$ cat config.mk
export PLATFORM = sky130hd
export DESIGN_NAME = bms_frame_validity_checker_core
export DESIGN_NICKNAME = d
export VERILOG_FILES = /design/src/design/bfvc_pkg.sv /design/src/design/bfvc_track.sv /design/src/design/bms_frame_validity_checker_core.sv
export SDC_FILE = /design/constraint.sdc
export NUM_CORES = 1
export LEC_CHECK = 0
export ABC_AREA = 0
export BUFFER_PORTS_ARGS = -buffer_cell sky130_fd_sc_hd__buf_2
export CAP_MARGIN = 20
export CORE_MARGIN = 4
export CORE_UTILIZATION = 50
export CTS_CLUSTER_SIZE = 40
export DETAILED_ROUTE_END_ITERATION = 10
export PLACE_DENSITY = 0.66
export SLEW_MARGIN = 25
export SYNTH_ARGS = -nofsm -noshare
export SYNTH_HDL_FRONTEND = slang
export SYNTH_HIERARCHICAL = 1
export SYNTH_SLANG_ARGS = --single-unit
$ cat constraint.sdc
create_clock -name aclk -period 16.81 [get_ports aclk]
set_input_delay 3.362 -clock aclk [delete_from_list [all_inputs] [get_ports aclk]]
set_output_delay 3.362 -clock aclk [all_outputs]
set_load 0.005 [all_outputs]
$ cat src/design/bfvc_pkg.sv
// Shared types, codes and the per-byte frame tracking function of the frame checker.
`default_nettype none

package bfvc_pkg;

    // Configuration port geometry and register indexes
    localparam int unsigned CFG_IDX_W  = 1;
    localparam int unsigned CFG_DATA_W = 16;
    localparam logic [CFG_IDX_W-1:0] REG_START_WORD = 1'b0;
    localparam logic [CFG_IDX_W-1:0] REG_END_MARKER = 1'b1;

    // Register reset values
    localparam logic [15:0] START_WORD_RST = 16'h4E57;
    localparam logic [7:0]  END_MARKER_RST = 8'h68;

    // Smallest frame span that can be checked
    localparam logic [16:0] MIN_SPAN = 17'd5;
    // Count of header bytes (start word plus length field)
    localparam logic [16:0] HDR_BYTES = 17'd4;

    typedef enum logic [1:0] {
        ST_ACCEPT   = 2'd0,
        ST_CTRL_ERR = 2'd1,
        ST_SUM_ERR  = 2'd2
    } status_t;

    typedef enum logic [1:0] {
        COV_FULL      = 2'd0,
        COV_END_ONLY  = 2'd1,
        COV_UNCHECKED = 2'd2
    } coverage_t;

    typedef struct packed {
        status_t   status;
        coverage_t coverage;
    } result_t;

    typedef struct packed {
        logic [15:0] byte_position;
        logic [15:0] frame_length;
        logic [15:0] running_sum;
        logic        start_ok;
        logic        end_ok;
        logic        sum_field_ok;
    } track_t;

    // Fold one frame byte at position q into the tracking state for span f.
    function automatic track_t take(input track_t st, input logic [15:0] q,
                                    input logic [7:0] b, input logic [15:0] f,
                                    input logic [7:0] em);
        logic [16:0] q17;
        logic [16:0] f17;
        track_t      r;
        q17 = {1'b0, q};
        f17 = {1'b0, f};
        r   = st;
        if (f17 >= MIN_SPAN && q17 < f17) begin
            if (q17 + 17'd5 <= f17) begin
                r.running_sum = st.running_sum + {8'h00, b};
            end
            if (q17 + 17'd5 == f17) begin
                r.end_ok = (b == em);
            end
            if (q17 + 17'd4 == f17 || q17 + 17'd3 == f17) begin
                r.sum_field_ok = st.sum_field_ok && (b == 8'h00);
            end
            if (q17 + 17'd2 == f17) begin
                r.sum_field_ok = st.sum_field_ok && (b == st.running_sum[15:8]);
            end
            if (q17 + 17'd1 == f17) begin
                r.sum_field_ok = st.sum_field_ok && (b == st.running_sum[7:0]);
            end
        end
        return r;
    endfunction

endpackage

`default_nettype wire

$ cat src/design/bfvc_track.sv
// Frame tracking state: position, length, running sum, match flags and the final verdict.
`default_nettype none

module bfvc_track (
    input  wire logic              aclk,
    input  wire logic              aresetn,
    input  wire logic              step_en,
    input  wire logic [7:0]        byte_value,
    input  wire logic              last_byte,
    input  wire logic [15:0]       start_word,
    input  wire logic [7:0]        end_marker,
    output bfvc_pkg::result_t      result
);

    bfvc_pkg::track_t state_reg;
    bfvc_pkg::track_t state_next;
    bfvc_pkg::track_t upd;
    logic [15:0]      span;
    logic [7:0]       hdr [4];
    logic [16:0]      n17;
    logic [16:0]      f17;

    always_comb begin
        upd    = state_reg;
        span   = state_reg.frame_length + 16'd2;
        hdr[0] = start_word[15:8];
        hdr[1] = start_word[7:0];
        hdr[2] = state_reg.frame_length[15:8];
        hdr[3] = byte_value;
        case (state_reg.byte_position)
            16'd0: begin
                upd.start_ok = (byte_value == start_word[15:8]);
            end
            16'd1: begin
                upd.start_ok = state_reg.start_ok && (byte_value == start_word[7:0]);
            end
            16'd2: begin
                upd.frame_length = {byte_value, 8'h00};
            end
            16'd3: begin
                // length complete: replay the four header bytes through the checker
                upd.frame_length = {state_reg.frame_length[15:8], byte_value};
                span             = upd.frame_length + 16'd2;
                upd.running_sum  = '0;
                upd.end_ok       = 1'b0;
                upd.sum_field_ok = 1'b1;
                for (int k = 0; k < 4; k++) begin
                    upd = bfvc_pkg::take(upd, 16'(k), hdr[k], span, end_marker);
                end
            end
            default: begin
                upd = bfvc_pkg::take(state_reg, state_reg.byte_position, byte_value,
                                     span, end_marker);
            end
        endcase
        if (state_reg.byte_position != 16'hFFFF) begin
            upd.byte_position = state_reg.byte_position + 16'd1;
        end
    end

    // verdict at the last byte of the buffer
    always_comb begin
        n17             = {1'b0, state_reg.byte_position} + 17'd1;
        f17             = {1'b0, upd.frame_length + 16'd2};
        result.status   = bfvc_pkg::ST_ACCEPT;
        result.coverage = bfvc_pkg::COV_FULL;
        if (n17 < bfvc_pkg::HDR_BYTES || !upd.start_ok || f17 < bfvc_pkg::MIN_SPAN) begin
            result.status = bfvc_pkg::ST_CTRL_ERR;
        end else if (n17 >= f17) begin
            if (!upd.end_ok) begin
                result.status = bfvc_pkg::ST_CTRL_ERR;
            end else if (!upd.sum_field_ok) begin
                result.status = bfvc_pkg::ST_SUM_ERR;
            end
        end else if (n17 + 17'd4 >= f17) begin
            result.coverage = bfvc_pkg::COV_END_ONLY;
            if (!upd.end_ok) begin
                result.status = bfvc_pkg::ST_CTRL_ERR;
            end
        end else begin
            result.coverage = bfvc_pkg::COV_UNCHECKED;
        end
    end

    // clear after the last byte so the next buffer starts fresh
    always_comb begin
        state_next = state_reg;
        if (step_en) begin
            state_next = last_byte ? '0 : upd;
        end
    end

    always_ff @(posedge aclk) begin
        if (!aresetn) begin
            state_reg <= '0;
        end else begin
            state_reg <= state_next;
        end
    end

endmodule

`default_nettype wire

$ cat src/design/bms_frame_validity_checker_core.sv
// Top level of the byte-sum frame checker: input register, tracker, result register, config.
// A last byte leaving the input register loads its verdict into the result register (m_*).
// Throughput: one byte per cycle; the input register is refilled in the cycle it drains.
// A waiting result stalls only a following last byte; other bytes keep flowing.
// Reset (synchronous, aresetn low): empties both registers, clears the frame tracking
// state and restores start_word 0x4E57 and end_marker 0x68.
`default_nettype none

module bms_frame_validity_checker_core (
    input  wire logic                              aclk,
    input  wire logic                              aresetn,
    // configuration write port
    input  wire logic                              cfg_wr_en,
    input  wire logic [bfvc_pkg::CFG_IDX_W-1:0]    cfg_index,
    input  wire logic [bfvc_pkg::CFG_DATA_W-1:0]   cfg_wdata,
    // byte input channel
    input  wire logic                              s_valid,
    output logic                                   s_ready,
    input  wire logic [7:0]                        s_byte_value,
    input  wire logic                              s_last_byte,
    // result channel
    output logic                                   m_valid,
    input  wire logic                              m_ready,
    output logic [1:0]                             m_status,
    output logic [1:0]                             m_coverage
);

    // configuration registers
    logic [15:0] start_word_reg;
    logic [7:0]  end_marker_reg;

    // input register
    logic        in_valid_reg;
    logic        in_valid_next;
    logic [7:0]  in_byte_reg;
    logic        in_last_reg;

    // result register
    logic               out_valid_reg;
    logic               out_valid_next;
    bfvc_pkg::result_t  out_reg;
    bfvc_pkg::result_t  track_result;

    logic advance;

    // Advance the held byte unless it is a last byte and the result slot is still full.
    assign advance = in_valid_reg && (!in_last_reg || !out_valid_reg || m_ready);
    assign s_ready = !in_valid_reg || advance;

    always_ff @(posedge aclk) begin
        if (!aresetn) begin
            start_word_reg <= bfvc_pkg::START_WORD_RST;
            end_marker_reg <= bfvc_pkg::END_MARKER_RST;
        end else if (cfg_wr_en) begin
            case (cfg_index)
                bfvc_pkg::REG_START_WORD: start_word_reg <= cfg_wdata;
                bfvc_pkg::REG_END_MARKER: end_marker_reg <= cfg_wdata[7:0];
                default: ;
            endcase
        end
    end

    // Hold a byte in the input register; take a new one whenever the old one leaves.
    always_comb begin
        in_valid_next = in_valid_reg;
        if (s_ready) begin
            in_valid_next = s_valid;
        end
    end

    always_ff @(posedge aclk) begin
        if (!aresetn) begin
            in_valid_reg <= 1'b0;
        end else begin
            in_valid_reg <= in_valid_next;
        end
    end

    always_ff @(posedge aclk) begin
        if (s_ready && s_valid) begin
            in_byte_reg <= s_byte_value;
            in_last_reg <= s_last_byte;
        end
    end

    bfvc_track u_track (
        .aclk       (aclk),
        .aresetn    (aresetn),
        .step_en    (advance),
        .byte_value (in_byte_reg),
        .last_byte  (in_last_reg),
        .start_word (start_word_reg),
        .end_marker (end_marker_reg),
        .result     (track_result)
    );

    // Load the verdict when a last byte advances; drop it once taken.
    always_comb begin
        out_valid_next = out_valid_reg;
        if (advance && in_last_reg) begin
            out_valid_next = 1'b1;
        end else if (m_ready) begin
            out_valid_next = 1'b0;
        end
    end

    always_ff @(posedge aclk) begin
        if (!aresetn) begin
            out_valid_reg <= 1'b0;
        end else begin
            out_valid_reg <= out_valid_next;
        end
    end

    always_ff @(posedge aclk) begin
        if (advance && in_last_reg) begin
            out_reg <= track_result;
        end
    end

    assign m_valid    = out_valid_reg;
    assign m_status   = out_reg.status;
    assign m_coverage = out_reg.coverage;

    // A result appears only after a last byte went through the tracker.
    a_result_from_last: assert property (@(posedge aclk) disable iff (!aresetn)
        $rose(out_valid_reg) |-> $past(advance && in_last_reg))
        else $error("result raised without a last item");

    // An unchecked tail can never carry an error.
    a_unchecked_accepts: assert property (@(posedge aclk) disable iff (!aresetn)
        (out_valid_reg && out_reg.coverage == bfvc_pkg::COV_UNCHECKED)
            |-> out_reg.status == bfvc_pkg::ST_ACCEPT)
        else $error("unchecked tail reported with an error");

    // A checksum error is only possible on a fully received frame.
    a_sum_err_full: assert property (@(posedge aclk) disable iff (!aresetn)
        (out_valid_reg && out_reg.status == bfvc_pkg::ST_SUM_ERR)
            |-> out_reg.coverage == bfvc_pkg::COV_FULL)
        else $error("checksum error on a partial frame");

    // A stalled last item must not overwrite a result still waiting.
    a_no_overwrite: assert property (@(posedge aclk) disable iff (!aresetn)
        (out_valid_reg && !m_ready && in_valid_reg && in_last_reg) |=> $stable(out_reg))
        else $error("pending result overwritten");

endmodule

`default_nettype wire

==> results.sh, run 1 <==
export IMPL_dp_cells=1757
export IMPL_synth_cell_types=101
export IMPL_globalplace_congestion=0.978
export IMPL_htree_levels=3
export IMPL_rrSetupSlack_ns=9.61
export IMPL_synth_area_leaders="dfxtp_1, ha_1, xnor2_1"
export IMPL_post_cts_setup_buffers=0
export IMPL_drc_errors=0
export IMPL_clkPwrFrac_pct=37.3
export IMPL_whs_endpoint="u_track/state_reg[5]"
export IMPL_seq_power_share_pct=38.8
export IMPL_via_count=11000
export IMPL_yosysTopAreaCellShare_pct=13.2
export IMPL_utilization_pct=53.8
export IMPL_clock_latency_ns=0.36
export IMPL_synth_edff_count=13
export IMPL_cts_buffer_depth=2
export IMPL_synth_main_ff_cell="dfxtp_1"
export IMPL_wl_mm=36.3
export IMPL_leakagePower_nw=5.09
export IMPL_worstHoldPathType="flop to flop"
export IMPL_holdBufCountCts=0
export IMPL_rsz0062_at_grt="no"
export IMPL_sw_frac_of_total_pct=32.7
export IMPL_wire_per_inst_um=20.5
export IMPL_cts_resized=0
export IMPL_dieHeight_um=161
export IMPL_syn2layout_area_growth_pct=5.22
export IMPL_synthCells=1474
export IMPL_start_kind="input port"
export IMPL_vias_per_cell=6.21
export IMPL_cp_required_ns=13.45
export IMPL_critPathKind="input port to primary output"
export IMPL_std_cell_rows=55
export IMPL_numCtsBuffers=9
export IMPL_cp_arrival_ns=3.99
export IMPL_ys_ff_latch=90
export IMPL_fin_crit_sh_pct=43.7
export IMPL_reg2reg_depth=25
export IMPL_grtUsageTotal_pct=27.7
export IMPL_end_kind="primary output"
export IMPL_intPower_mw=0.403
export IMPL_initialDrtViolationCount=1065
export IMPL_layout_cells_non_filler=1773
export IMPL_synth_most_common_cell="nand2_1"
export IMPL_fin_crit_ns=7.35
export IMPL_yosysWarnings=6
export IMPL_max_freq_mhz=136
export IMPL_fin_skew_ns=0.0135
export IMPL_status="finished, final reports clean"
export IMPL_timing_final_max_slew_violations=0
export IMPL_cts_tree="built"
export IMPL_start_util_pct=51.2
export IMPL_antenna_left=0
export IMPL_cellPowerDensity_nw_per_um2=48.7
export IMPL_max_cap_violations=0
export IMPL_reg2reg_to="u_track/state_reg[12]"
export IMPL_fill_cells=2233
export IMPL_dpl_instance_area_um2=12000
export IMPL_largest_register_ffs=43
export IMPL_async_reset_ff_share_pct=0
export IMPL_setup_viol=0
export IMPL_dpl_hpwl_mm=27.3
export IMPL_die_area_um2=25900
export IMPL_vdd_ir_drop_worst_uv=48.3
export IMPL_synth_cell_area_um2=11700
export IMPL_netlist_top_cells_count="nand2_1, ha_1, xnor2_1"
export IMPL_grt_pass1_vias=10400
export IMPL_dr_pass1_iters=6
export IMPL_relSlewSlack_pct=27.1
export IMPL_cts_sinks=90
export IMPL_antenna_found_initial=0
export IMPL_hold_path_depth=1
export IMPL_die_w_um=161
export IMPL_final_area_um2=12300
export IMPL_multi_input_area_um2=9190
export IMPL_power_frac_comb_pct=23.8
export IMPL_finalHoldViolCount=0
export IMPL_syn_nets=1622
export IMPL_hp_start="u_track/state_reg[5]"
export IMPL_r2r_start="u_track/hdr[9]"
export IMPL_synth_top_cell_by_area="dfxtp_1"
export IMPL_seq_area_um2=1930
export IMPL_layout_nets=1603
export IMPL_worst_pin_slew_ns=1.09
export IMPL_diodes=0
export IMPL_path_max_fanout=5
export IMPL_gr_total_overflow=0
export IMPL_yosysSeqAreaShare_pct=16.5
export IMPL_io_buffers=36
export IMPL_syn_avg_cell_area_um2=7.93
export IMPL_fin_tns_setup_ns=0
export IMPL_core_area_um2=22800
export IMPL_grt_max_degree=71
export IMPL_io_pins=37
export IMPL_grt_first_pass_wirelength_mm=58.2
export IMPL_root_buffer="clkbuf_16"
export IMPL_power_switching_mw=0.195
export IMPL_path_clk_slew_ns=0.07
export IMPL_drive_gt1_share_pct=8.70
==> worst max-delay path: stages <==
cell	delay [ns]
buf_2	0.09
and2b_1	0.26
nand3_1	0.11
buf_2	0.17
==> worst max-delay path by stage <==
| stage | from | end | slack, ns | cells after the start |
|---|---|---|---|---|
| global route | u_track/hdr[9] | u_track/state_reg[12] | 8.88 | 25 |
| detailed placement | m_ready | s_ready | 9.45 | 4 |
| global placement | m_ready | s_ready | 9.49 | 4 |
| CTS | m_ready | s_ready | 9.45 | 4 |
| floorplan | m_ready | s_ready | 9.75 | 2 |
| finish | m_ready | s_ready | 9.46 | 4 |
==> cells in the final DEF, fill, tap and decap left out, drive strengths merged, types with 41 or more instances in the layout <==
cell type,count
inv,50
nand4,57
o21ai,77
a21oi,57
nor2b,45
nor2,91
nand3,54
ha,113
xor2,88
dfxtp,77
buf,53
xnor2,103
nor3,41
nand2,164
==> per-stage QoR <==
step | total power, mW | worst slack [ns] | hold WS [ns]
after CTS | 0.601 | 9.45 | 0.482
after floorplan | 0.343 | 9.75 | 0.434
after global routing | 0.628 | 8.88 | 0.507
final | 0.599 | 9.46 | 0.484
after global placement | 0.375 | 9.49 | 0.451
after detailed placement | 0.378 | 9.45 | 0.463
==> logic make-up after synthesis <==
group,after synthesis,synth area share [%]
AND/OR/NAND/NOR,581,27.3
flip-flops,90,16.5
buffers and inverters,127,5.09
multiplexers,16,1.38
XOR/XNOR,200,16.8
AO/OA/AOI/OAI,343,20.2
adder cells (fa/ha/maj),117,12.8
==> area by class of cell <==
type                            count  area share [%]
Multi-Input combinational cell   1257            74.7
Sequential cell                    90            15.7
Tap cell                          313            3.18
Timing Repair Buffer               53            2.50
Clock buffer                        9            1.83
Inverter                           44            1.34
Clock inverter                      7           0.733
==> layer usage <==
layer  wire length [um]  vias up  part of all wire [%]  track usage (%)
li1                   -     5321                     -                -
met1              16100     5195                    44             37.7
met2              16500      422                    46             45.0
met4               1240        0                   3.4             9.77
met5                  0        -                     0                0
met3               2450       77                   6.8             3.87
==> power by group through the flow <==
stage	logic, mW	clock network [mW]	registers [mW]
floorplan	0.108	0	0.235
CTS	0.141	0.227	0.232
global route	0.161	0.233	0.233
finish	0.143	0.223	0.232
global placement	0.137	0	0.237
detailed placement	0.140	0	0.238
Note: power is estimated with default switching activity, not from simulation.
==> inputs of run 2 (changes only) <==
--- a/config.mk
+++ b/config.mk
@@ -12,7 +12,7 @@
 export CORE_UTILIZATION = 50
 export CTS_CLUSTER_SIZE = 40
 export DETAILED_ROUTE_END_ITERATION = 10
-export PLACE_DENSITY = 0.66
+export PLACE_DENSITY = 0.69
 export SLEW_MARGIN = 25
 export SYNTH_ARGS = -nofsm -noshare
 export SYNTH_HDL_FRONTEND = slang
==> constraint.sdc (replaced) <==
create_clock -name aclk -period 6.1 [get_ports aclk]
set_input_delay 1.22 -clock aclk [delete_from_list [all_inputs] [get_ports aclk]]
set_output_delay 1.22 -clock aclk [all_outputs]
set_load 0.005 [all_outputs]
==> run 2 against run 1 <==
Effect of this change: combinational power rose to 3.1 times the previous value; via count up 4.4%; wire length up 5.6%; critical endpoint is now u_track/state_reg[12]; largest cell class unchanged; critical path type is now flop to flop; sequential share of layout area down 0.50 points.
==> results.sh, run 2 (synthesized netlist as in run 1, its figures left out) <==
export IMPL_status="finished, final reports clean"
export IMPL_vdd_ir_drop_worst_uv=119
export IMPL_fin_tns_setup_ns=0
export IMPL_dieHeight_um=161
export IMPL_htree_levels=3
export IMPL_max_freq_mhz=173
export IMPL_io_buffers=36
export IMPL_cts_buffer_depth=2
export IMPL_layout_nets=1648
export IMPL_crit_start="in_byte_reg[2]"
export IMPL_timing_final_max_slew_violations=0
export IMPL_fin_crit_sh_pct=94.9
export IMPL_grt_max_degree=70
export IMPL_largest_register_ffs=43
export IMPL_layout_cells_non_filler=1818
export IMPL_wl_mm=38.3
export IMPL_pre_cts_ws_ns=-0.0156
export IMPL_crit_top_cell="a21o_1"
export IMPL_multi_input_area_um2=9270
export IMPL_fin_skew_ns=0.0111
export IMPL_dpl_hpwl_mm=29.3
export IMPL_std_cell_rows=55
export IMPL_vias_per_cell=6.32
export IMPL_fin_ws_ns=0.312
export IMPL_cp_required_ns=6.41
export IMPL_antenna_left=0
export IMPL_dp_cells=1797
export IMPL_worst_pin_slew_ns=1.13
export IMPL_reg2reg_to="u_track/state_reg[12]"
export IMPL_slowest_stage="or4_1"
export IMPL_max_cap_violations=0
export IMPL_antenna_found_initial=0
export IMPL_wire_per_inst_um=21.1
export IMPL_final_area_um2=12700
export IMPL_end_kind="flop"
export IMPL_drive_gt1_share_pct=12.3
export IMPL_path_max_fanout=7
export IMPL_p_total_mw=1.66
export IMPL_core_area_um2=22800
export IMPL_setup_viol=0
export IMPL_numCtsBuffers=9
export IMPL_grtUsageTotal_pct=28.8
export IMPL_leakagePower_nw=5.32
export IMPL_cts_sinks=90
export IMPL_via_count=11500
export IMPL_start_util_pct=51.2
export IMPL_initialDrtViolationCount=1249
export IMPL_utilization_pct=55.6
export IMPL_relSlewSlack_pct=24.4
export IMPL_globalplace_congestion=0.952
export IMPL_grt_pass1_vias=10700
export IMPL_die_area_um2=25900
export IMPL_clock_latency_ns=0.37
export IMPL_dpl_instance_area_um2=12300
export IMPL_final_cell_mix="nand2_1, ha_1, xnor2_1"
export IMPL_syn2layout_area_growth_pct=8.68
export IMPL_dr_pass1_iters=6
export IMPL_crit_path_max_incr_delay_ns=0.46
export IMPL_finalHoldViolCount=0
export IMPL_grt_first_pass_wirelength_mm=60.1
export IMPL_mostFrequentLayoutCell="nand2_1"
export IMPL_fin_crit_ns=5.79
export IMPL_reg2reg_depth=29
export IMPL_holdWs_ns=0.484
export IMPL_drc_errors=0
export IMPL_gr_total_overflow=0
export IMPL_r2r_start="in_byte_reg[2]"
export IMPL_diodes=0
export IMPL_cellPowerDensity_nw_per_um2=131
export IMPL_rrSetupSlack_ns=0.31
export IMPL_hp_start="u_track/state_reg[3]"
export IMPL_endpoint="u_track/state_reg[12]"
export IMPL_root_buffer="clkbuf_16"
export IMPL_seq_area_um2=1930
export IMPL_worstHoldPathType="flop to flop"
export IMPL_fill_cells=2155
export IMPL_die_w_um=161
export IMPL_critPathKind="flop to flop"
export IMPL_path_clk_slew_ns=0.07
export IMPL_cts_tree="built"
export IMPL_io_pins=37
export IMPL_cp_arrival_ns=6.10
export IMPL_start_kind="flop"
run 2: changes by cell type in the layout (fill, tap and decap cells not counted), sizes merged:
cell    previous run  this run
bufinv             1         0
inv               50        49
clkinv             0         2
buf               53        98
run 2: worst min-delay path by stage:
stage / endpoint / slack [ns] / cells past startpoint
after floorplan: end_marker_reg[1] / 0.43 / 2
after global placement: u_track/state_reg[3] / 0.45 / 1
after detailed placement: u_track/state_reg[3] / 0.46 / 1
after CTS: u_track/state_reg[3] / 0.48 / 1
after global routing: u_track/state_reg[3] / 0.49 / 1
final: u_track/state_reg[3] / 0.48 / 1
run 2: layer usage:
metal	track usage [%]	part of all wire [%]
met5	0	0
met1	37.8	43
met3	5.23	8.0
met4	11.4	3.6
met2	47.1	46
run 2: critical path, delay by kind of cell (launching register included):
| family | cells | cell delay, ns |
|---|---|---|
| AOI/OAI and AO/OA | 12 | 2.22 |
| xor gates and xnor gates | 2 | 0.26 |
| adders and majority gates | 4 | 1.08 |
| DFF | 1 | 0.39 |
| muxes | 2 | 0.31 |
| and+or+nand+nor | 9 | 1.47 |
run 2: timing repair:
| item | CTS | global route |
|---|---|---|
| gates resized for setup | 1 | 24 |
| pin swaps | 0 | 11 |
| setup buffers | 0 | 6 |
| setup endpoints to repair | 1 | 7 |
| hold buffers | 0 | 0 |
run 2: cell type report:
class / count / share of cell area, %
clock inverter: 7 / 0.542
multi-input combinational: 1257 / 73.0
sequential: 90 / 15.2
clock buffer: 9 / 1.77
tap: 313 / 3.08
timing repair buffer: 98 / 5.14
inverter: 44 / 1.30
run 2: report_power, final:
group          switching, mW  internal [mW]
clock network          0.294          0.290
registers             0.0251          0.616
logic                  0.248          0.190
total                  0.568           1.10
